[src/sv/bpq_pkg.sv]
// ----------------------------------------------------------------------------
// bpq_pkg
// Types, constants and helpers of the bucketed priority queue.
// ----------------------------------------------------------------------------
package bpq_pkg;

	// Queue shape
	localparam int NUM_LEVELS  = 8;
	localparam int QUEUE_DEPTH = 16;

	localparam int LVL_W   = (NUM_LEVELS > 1) ? $clog2(NUM_LEVELS) : 1;
	localparam int IDX_W   = $clog2(QUEUE_DEPTH);
	localparam int CNT_W   = $clog2(QUEUE_DEPTH + 1);
	localparam int ENTRIES = NUM_LEVELS * QUEUE_DEPTH;
	localparam int ADDR_W  = $clog2(ENTRIES);
	localparam int PRI_W   = 4;
	localparam int WORD_W  = 32;

	// Opcodes
	localparam logic [1:0] OP_PUSH = 2'd0;
	localparam logic [1:0] OP_POP  = 2'd1;
	localparam logic [1:0] OP_PEEK = 2'd2;

	// Status codes
	localparam logic [1:0] ST_OK     = 2'd0;
	localparam logic [1:0] ST_BADPRI = 2'd1;
	localparam logic [1:0] ST_FULL   = 2'd2;
	localparam logic [1:0] ST_EMPTY  = 2'd3;

	typedef struct packed {
		logic [1:0]              opcode;
		logic [PRI_W-1:0]        priority_req;
		logic signed [WORD_W-1:0] data_word;
	} bpq_req_t;

	typedef struct packed {
		logic [1:0]              status;
		logic signed [WORD_W-1:0] front_word;
		logic [PRI_W-1:0]        front_priority;
		logic                    queue_empty;
	} bpq_rsp_t;

	// Highest occupied level
	typedef struct packed {
		logic             found;
		logic [LVL_W-1:0] idx;
	} bpq_top_t;

	// Bookkeeping result of one request
	typedef struct packed {
		logic [1:0]        status;
		logic              wr_en;
		logic [ADDR_W-1:0] wr_addr;
		logic [ADDR_W-1:0] rd_addr;
		logic [PRI_W-1:0]  front_pri;
		logic              empty;
	} bpq_op_t;

	// Priority encoder: highest set bit wins
	function automatic bpq_top_t top_of(input logic [NUM_LEVELS-1:0] occ);
		bpq_top_t t;
		t.found = 1'b0;
		t.idx   = '0;
		for (int l = 0; l < NUM_LEVELS; l++) begin
			if (occ[l]) begin
				t.found = 1'b1;
				t.idx   = LVL_W'(l);
			end
		end
		return t;
	endfunction

	// Flat storage address of one ring slot
	function automatic logic [ADDR_W-1:0] slot_addr(input logic [LVL_W-1:0] lvl,
		input logic [IDX_W-1:0] idx);
		return ADDR_W'(ADDR_W'(lvl) * ADDR_W'(QUEUE_DEPTH) + ADDR_W'(idx));
	endfunction

	// Ring position advance with wrap
	function automatic logic [IDX_W-1:0] next_pos(input logic [IDX_W-1:0] p);
		return (p == IDX_W'(QUEUE_DEPTH - 1)) ? '0 : IDX_W'(p + 1'b1);
	endfunction

endpackage

[src/sv/bucketed_priority_queue.sv]
// ----------------------------------------------------------------------------
// bucketed_priority_queue
// Priority queue with one ring FIFO per level, served highest level first.
// ----------------------------------------------------------------------------
// Usage:
//   Requests enter on req (opcode, priority_req, data_word) with req_valid and
//   req_stall; one response per request leaves on rsp with rsp_valid and
//   rsp_stall. A transfer happens on a rising edge with valid high and stall low.
//   Push appends data_word to level priority_req (1 to NUM_LEVELS), pop drops
//   the front word of the highest occupied level, peek and opcode three change
//   nothing. Each response reports the status and the front word and priority
//   of the highest occupied level after the request.
//   The request passes through the input register and the response register.
//   Throughput: one request per cycle while rsp_stall is low; the level
//   bookkeeping settles each request combinationally and the entry RAM serves
//   one write and one read per cycle.
//   While rsp_stall is high the response holds; one more request waits in
//   the input register, then req_stall rises.
//   Reset empties every level at once; the entry RAM is not cleared.
// ----------------------------------------------------------------------------
module bucketed_priority_queue
	import bpq_pkg::*;
(
	input  logic     clk,
	input  logic     arst_n,
	input  logic     req_valid,
	output logic     req_stall,
	input  bpq_req_t req,
	output logic     rsp_valid,
	input  logic     rsp_stall,
	output bpq_rsp_t rsp
);

	logic              valid_s1;
	bpq_req_t          req_s1;
	logic              valid_s2;
	logic [1:0]        status_s2;
	logic [PRI_W-1:0]  pri_s2;
	logic              empty_s2;
	logic              fwd_s2;
	logic [WORD_W-1:0] fwd_word_s2;
	logic [WORD_W-1:0] rd_data;
	logic              advance;
	bpq_op_t           op;

	// Move the request on when the response slot is free
	assign advance   = valid_s1 && (!valid_s2 || !rsp_stall);
	assign req_stall = valid_s1 && !advance;

	// Input register
	always_ff @(posedge clk or negedge arst_n) begin
		if (!arst_n) begin
			valid_s1 <= 1'b0;
		end else if (!req_stall) begin
			valid_s1 <= req_valid;
		end
	end

	always_ff @(posedge clk) begin
		if (req_valid && !req_stall) begin
			req_s1 <= req;
		end
	end

	bpq_ctrl u_ctrl (
		.clk          (clk),
		.arst_n       (arst_n),
		.advance      (advance),
		.opcode       (req_s1.opcode),
		.priority_req (req_s1.priority_req),
		.op           (op)
	);

	bpq_ram #(
		.WIDTH (WORD_W),
		.DEPTH (ENTRIES)
	) u_ram (
		.clk     (clk),
		.wr_en   (advance && op.wr_en),
		.wr_addr (op.wr_addr),
		.wr_data (req_s1.data_word),
		.rd_en   (advance),
		.rd_addr (op.rd_addr),
		.rd_data (rd_data)
	);

	// Response register
	always_ff @(posedge clk or negedge arst_n) begin
		if (!arst_n) begin
			valid_s2 <= 1'b0;
		end else if (advance) begin
			valid_s2 <= 1'b1;
		end else if (!rsp_stall) begin
			valid_s2 <= 1'b0;
		end
	end

	// Capture status and forward a word written in the same cycle it is read
	always_ff @(posedge clk) begin
		if (advance) begin
			status_s2   <= op.status;
			pri_s2      <= op.front_pri;
			empty_s2    <= op.empty;
			fwd_s2      <= op.wr_en && (op.wr_addr == op.rd_addr);
			fwd_word_s2 <= req_s1.data_word;
		end
	end

	// Drive the response
	assign rsp_valid          = valid_s2;
	assign rsp.status         = status_s2;
	assign rsp.front_priority = pri_s2;
	assign rsp.queue_empty    = empty_s2;
	assign rsp.front_word     = empty_s2 ? '0 : (fwd_s2 ? fwd_word_s2 : rd_data);

endmodule

[src/sv/bpq_ram.sv]
// ----------------------------------------------------------------------------
// bpq_ram
// Generic single-write, single-read RAM with a registered read port.
// ----------------------------------------------------------------------------
module bpq_ram #(
	parameter int WIDTH = 32,
	parameter int DEPTH = 128
) (
	input  logic                     clk,
	input  logic                     wr_en,
	input  logic [$clog2(DEPTH)-1:0] wr_addr,
	input  logic [WIDTH-1:0]         wr_data,
	input  logic                     rd_en,
	input  logic [$clog2(DEPTH)-1:0] rd_addr,
	output logic [WIDTH-1:0]         rd_data
);

	logic [WIDTH-1:0] mem_q [DEPTH];

	// Write and read; read data holds while rd_en is low
	always_ff @(posedge clk) begin
		if (wr_en) begin
			mem_q[wr_addr] <= wr_data;
		end
		if (rd_en) begin
			rd_data <= mem_q[rd_addr];
		end
	end

endmodule

[src/sv/bpq_ctrl.sv]
// ----------------------------------------------------------------------------
// bpq_ctrl
// Per-level ring bookkeeping: counts, head and tail positions, level select.
// ----------------------------------------------------------------------------
module bpq_ctrl
	import bpq_pkg::*;
(
	input  logic             clk,
	input  logic             arst_n,
	input  logic             advance,
	input  logic [1:0]       opcode,
	input  logic [PRI_W-1:0] priority_req,
	output bpq_op_t          op
);

	logic [CNT_W-1:0] count_q [NUM_LEVELS];
	logic [IDX_W-1:0] head_q  [NUM_LEVELS];
	logic [IDX_W-1:0] tail_q  [NUM_LEVELS];
	logic [CNT_W-1:0] count_d [NUM_LEVELS];
	logic [IDX_W-1:0] head_d  [NUM_LEVELS];
	logic [IDX_W-1:0] tail_d  [NUM_LEVELS];

	logic [NUM_LEVELS-1:0] occ_q;
	logic [NUM_LEVELS-1:0] full_q;
	logic [NUM_LEVELS-1:0] occ_d;
	bpq_top_t              cur_top;
	bpq_top_t              nxt_top;
	logic                  pri_ok;
	logic [LVL_W-1:0]      push_lvl;
	logic                  is_push;
	logic                  is_pop;
	logic                  do_push;
	logic                  do_pop;
	logic [1:0]            status_c;

	// Decode the request against the current level state
	always_comb begin
		for (int l = 0; l < NUM_LEVELS; l++) begin
			occ_q[l]  = (count_q[l] != '0);
			full_q[l] = (count_q[l] == CNT_W'(QUEUE_DEPTH));
		end
		cur_top  = top_of(occ_q);
		pri_ok   = (priority_req != '0) && ({28'd0, priority_req} <= 32'(NUM_LEVELS));
		push_lvl = LVL_W'(priority_req - 1'b1);
		is_push  = (opcode == OP_PUSH);
		is_pop   = (opcode == OP_POP);
		do_push  = is_push && pri_ok && !full_q[push_lvl];
		do_pop   = is_pop && cur_top.found;

		if (is_push && !pri_ok) begin
			status_c = ST_BADPRI;
		end else if (is_push && full_q[push_lvl]) begin
			status_c = ST_FULL;
		end else if (is_pop && !cur_top.found) begin
			status_c = ST_EMPTY;
		end else begin
			status_c = ST_OK;
		end
	end

	// Update each level on its own
	always_comb begin
		for (int l = 0; l < NUM_LEVELS; l++) begin
			count_d[l] = count_q[l];
			head_d[l]  = head_q[l];
			tail_d[l]  = tail_q[l];
			if (do_push && (push_lvl == LVL_W'(l))) begin
				tail_d[l]  = next_pos(tail_q[l]);
				count_d[l] = CNT_W'(count_q[l] + 1'b1);
			end
			if (do_pop && (cur_top.idx == LVL_W'(l))) begin
				head_d[l]  = next_pos(head_q[l]);
				count_d[l] = CNT_W'(count_q[l] - 1'b1);
			end
			occ_d[l] = (count_d[l] != '0);
		end
		nxt_top = top_of(occ_d);
	end

	// Storage access and front of the queue after the request
	always_comb begin
		op.status    = status_c;
		op.wr_en     = do_push;
		op.wr_addr   = slot_addr(push_lvl, tail_q[push_lvl]);
		op.rd_addr   = slot_addr(nxt_top.idx, head_d[nxt_top.idx]);
		op.empty     = !nxt_top.found;
		op.front_pri = nxt_top.found ? PRI_W'({1'b0, nxt_top.idx} + 1'b1) : '0;
	end

	// Commit the level state when the request advances
	always_ff @(posedge clk or negedge arst_n) begin
		if (!arst_n) begin
			for (int l = 0; l < NUM_LEVELS; l++) begin
				count_q[l] <= '0;
				head_q[l]  <= '0;
				tail_q[l]  <= '0;
			end
		end else if (advance) begin
			for (int l = 0; l < NUM_LEVELS; l++) begin
				count_q[l] <= count_d[l];
				head_q[l]  <= head_d[l];
				tail_q[l]  <= tail_d[l];
			end
		end
	end

endmodule

[config.mk]
export PLATFORM = sky130hd
export DESIGN_NAME = bucketed_priority_queue
export DESIGN_NICKNAME = d
export VERILOG_FILES = /design/src/sv/bpq_pkg.sv /design/src/sv/bucketed_priority_queue.sv /design/src/sv/bpq_ram.sv /design/src/sv/bpq_ctrl.sv
export SDC_FILE = /design/constraint.sdc
export NUM_CORES = 2
export LEC_CHECK = 0
export CAP_MARGIN = 20
export CORE_MARGIN = 3
export CORE_UTILIZATION = 60
export DETAILED_ROUTE_END_ITERATION = 6
export DONT_BUFFER_PORTS = 1
export PLACE_DENSITY_LB_ADDON = 0.25
export RECOVER_POWER = 100
export SYNTH_ARGS = -nofsm -noshare
export SYNTH_HDL_FRONTEND = slang
export SYNTH_SLANG_ARGS = --single-unit
[constraint.sdc]
create_clock -name clk -period 10.35 [get_ports clk]
set_input_delay 2.07 -clock clk [delete_from_list [all_inputs] [get_ports clk]]
set_output_delay 2.07 -clock clk [all_outputs]
set_load 0.1 [all_outputs]
==> metrics <==
status=finished, violations left; failing checks=DRC, capacitance limit, slew limit; DP Worst Slack=1180 ps; Setup-failing EPs final=0; Most used DFF post-synth=edfxtp_1; largest fanout on the critical path=111; Final period util=0.955; routability cong.=0.956; Synth Net Count=11700; Max Fclk=101 MHz; final net count=11800; CTS buffer count=422; WP data required=11130 ps; Hold Buf Count CTS=0; clk_skew=70.4 ps; R2R cell count=19; final worst setup slack=461 ps; grt met2 use=0.517; Buffers on Ports=0; CP max stage delay=1200 ps; pin count of the biggest net entering global routing=195; worst path cell trace=inv_1 > ha_1 > nor4b_1 > nand3_1 > nor4_2 > a32oi_1 > a22oi_1 > and3_4 > o211ai_4 > a21oi_4 > inv_2 > a2111o_2 > nand2_8 > clkbuf_2 > clkbuf_2 > nand3_1 > a31oi_1 > nand4_1 > nor3_1; Fin Setup TNS=0 ps; GRT Util Overall=0.346; DR vias/cell=6.84; Hold Crit Depth=1; die span in y=542 um; number of global-route vias before repair=105000; cells after synthesis=11600; Worst Hold Launch=valid_s1$_DFFE_PN0N_; initial core utilization=0.604; CP Capture Type=flip-flop; Detailed Route WL=517000 um; Core Area=286000 um2; maximum capacitance violations=155; Synth cell types=99; Avg WL per Cell=32.6 um; fin. max-slew vios=6275; Leakage Power=63.2 nW; first-pass GRT wire length=735000 um; root cell of the clock tree=clkbuf_16; Final HPWL DP=289000 um; Async SR Flop Fraction=0.0246; RSZ-0062 raised after global routing=false; CP startpoint=u_ctrl.count_q[15]$_DFFE_PN0P_; Die Wd=542 um; Top Ports=83; Hold WS=517 ps; met1 Use GR=0.469; Synth Register Bits=4312; worst hold path class=reg -> reg; Final Power=50.5 mW; Clock transition at path regs=60 ps; die footprint=294000 um2; DRC Markers=30; Area Overhead vs Synth=10.6%; Cell Area, Synth=173000 um2; share of layout cells above drive strength 1=0.114; vias=109000; Worst setup SP type=flip-flop; Seq/Total Area, Yosys=0.747; Mean Syn Cell Area=14.8 um2; CTS H-tree lvls=5; VDD IR max=0.000377 V; grt peak-use layer=met2; fin crit period=9890 ps; PwrDens=265 nW/um2; Ys Warns=0; WP data arrival=10670 ps; Setup CP Type=reg -> reg; total grt overflow=0; EDFF count, synth=4206; TritonRoute pass-1 iters=7; CTS tree=done; initial antenna violation count=36; Fill cells=19000; clock sink count=4312; row count=196; drt initial violations=17800; Post-CTS Setup Bufs=0; Slew headroom=-4.44; cts repair resizes=0; clock buffer depth=4; Critical-path top delay cell=nor4b_1; grt met3 use=0.0861; DRT antenna net count=0; reg2reg start=u_ctrl.count_q[15]$_DFFE_PN0P_; worst skew pair latency=970 ps; final hold vios=0; Slew @ Worst Pin=8160 ps
==> registers in the layout, indices dropped and copies added, names as in the netlist <==
name / count
status_s2: 2
u_ctrl.count_q: 40
u_ram.rd_data: 32
empty_s2: 1
fwd_s2: 1
fwd_word_s2: 32
rsp_valid: 1
req_s1: 38
valid_s1: 1
pri_s2: 4
u_ram.mem_q: 4096
u_ctrl.tail_q: 32
u_ctrl.head_q: 32
==> Yosys cell counts (140+ instances only) <==
cell type	count	area (um2)
nand2_1	2490	9350
nor3_1	404	2020
mux2i_1	350	3500
buf_2	319	1600
a21oi_1	896	4480
nand3_1	350	1750
a311oi_1	140	1230
clkbuf_1	265	995
edfxtp_1	4206	126000
and3_1	189	1180
a31oi_1	191	1190
a211oi_1	163	1220
mux4_2	260	5860
nor2_1	238	893
==> kinds of logic after synthesis <==
group,Yosys count,share of synthesized area
mux,662,0.0576
compound gates,1765,0.0640
simple gates,3993,0.102
xor+xnor,73,0.00370
fa+ha+maj,46,0.00333
buf+inv,784,0.0229
flops,4312,0.747
==> area by class of cell <==
type                       instances  area [um2]  area share
antenna                           20        50.0    0.000262
clock buffer                     527       11100      0.0582
clock inverter                   248        2390      0.0125
inverter                          29         110    0.000576
multi-input combinational       6539       40400       0.212
sequential                      4312      129000       0.675
tap                             3762        4710      0.0246
timing repair buffer             448        3230      0.0169
==> metal layers <==
| layer | wire length (um) | up-vias | share of wire |
|---|---|---|---|
| li1 | - | 44700 | - |
| met5 | 67 | - | 0.00013 |
| met4 | 36000 | 10 | 0.070 |
| met1 | 180000 | 54400 | 0.35 |
| met3 | 70800 | 1446 | 0.14 |
| met2 | 230000 | 8065 | 0.45 |
==> critical path, delay by kind of cell, from the launching register on <==
family | cells | cell delay, ps
adder cells (fa/ha/maj) | 1 | 200
AND/OR/NAND/NOR | 8 | 4710
AO/OA/AOI/OAI | 6 | 2310
flip-flops | 1 | 430
buffers and inverters | 4 | 1980
==> layout by cell type (no fill, tap or decap), types with 14 or more instances in the layout <==
cell type / n
edfxtp_1: 4206
nand2_1: 2485
a21oi_1: 896
clkbuf_16: 427
nor3_1: 404
nand3_1: 350
mux2i_1: 349
mux4_2: 260
clkbuf_1: 217
buf_4: 211
a31oi_1: 191
and3_1: 189
a211oi_1: 163
nor2_1: 154
a311oi_1: 140
dfrtp_1: 106
clkinv_1: 92
o21ai_0: 88
nor4_1: 85
clkinv_2: 82
nand4_1: 78
clkbuf_2: 68
nor2_4: 67
a32oi_1: 62
o32ai_1: 59
xnor2_1: 52
mux2_2: 48
ha_1: 46
o22ai_1: 39
bufinv_16: 39
buf_12: 34
inv_1: 25
a2111oi_0: 25
nor4b_1: 23
diode_2: 20
xor2_1: 19
nor2_2: 19
or3_1: 16
and2_1: 14
==> through the flow <==
| step | std cells | util | instance area [um2] |
|---|---|---|---|
| after floorplan | 11600 | - | 173000 |
| after global placement | 15100 | 0.624 | 178000 |
| after detailed placement | 15100 | 0.626 | 179000 |
| after CTS | 15900 | 0.673 | 192000 |
| after global routing | 15900 | 0.668 | 191000 |
| final | 15900 | 0.669 | 191000 |
==> report_power, final <==
group	total (mW)	switching [mW]	internal (mW)
sequential	19.7	0.224	19.5
clock	15.1	6.53	8.59
combinational	15.7	10.8	4.89
total	50.5	17.6	33.0
==> final timing paths <==
path	slack (ps)	end
max	460	u_ram.rd_data[11]$_DFFE_PP_
min	520	rsp_valid$_DFFE_PN0P_
max reg2reg	460	u_ram.rd_data[11]$_DFFE_PP_
min reg2reg	520	rsp_valid$_DFFE_PN0P_
max in group asynchronous	9320	u_ctrl.count_q[29]$_DFFE_PN0P_
min in group asynchronous	800	u_ctrl.count_q[21]$_DFFE_PN0P_
No activity file was read; power rests on OpenSTA's default activity.
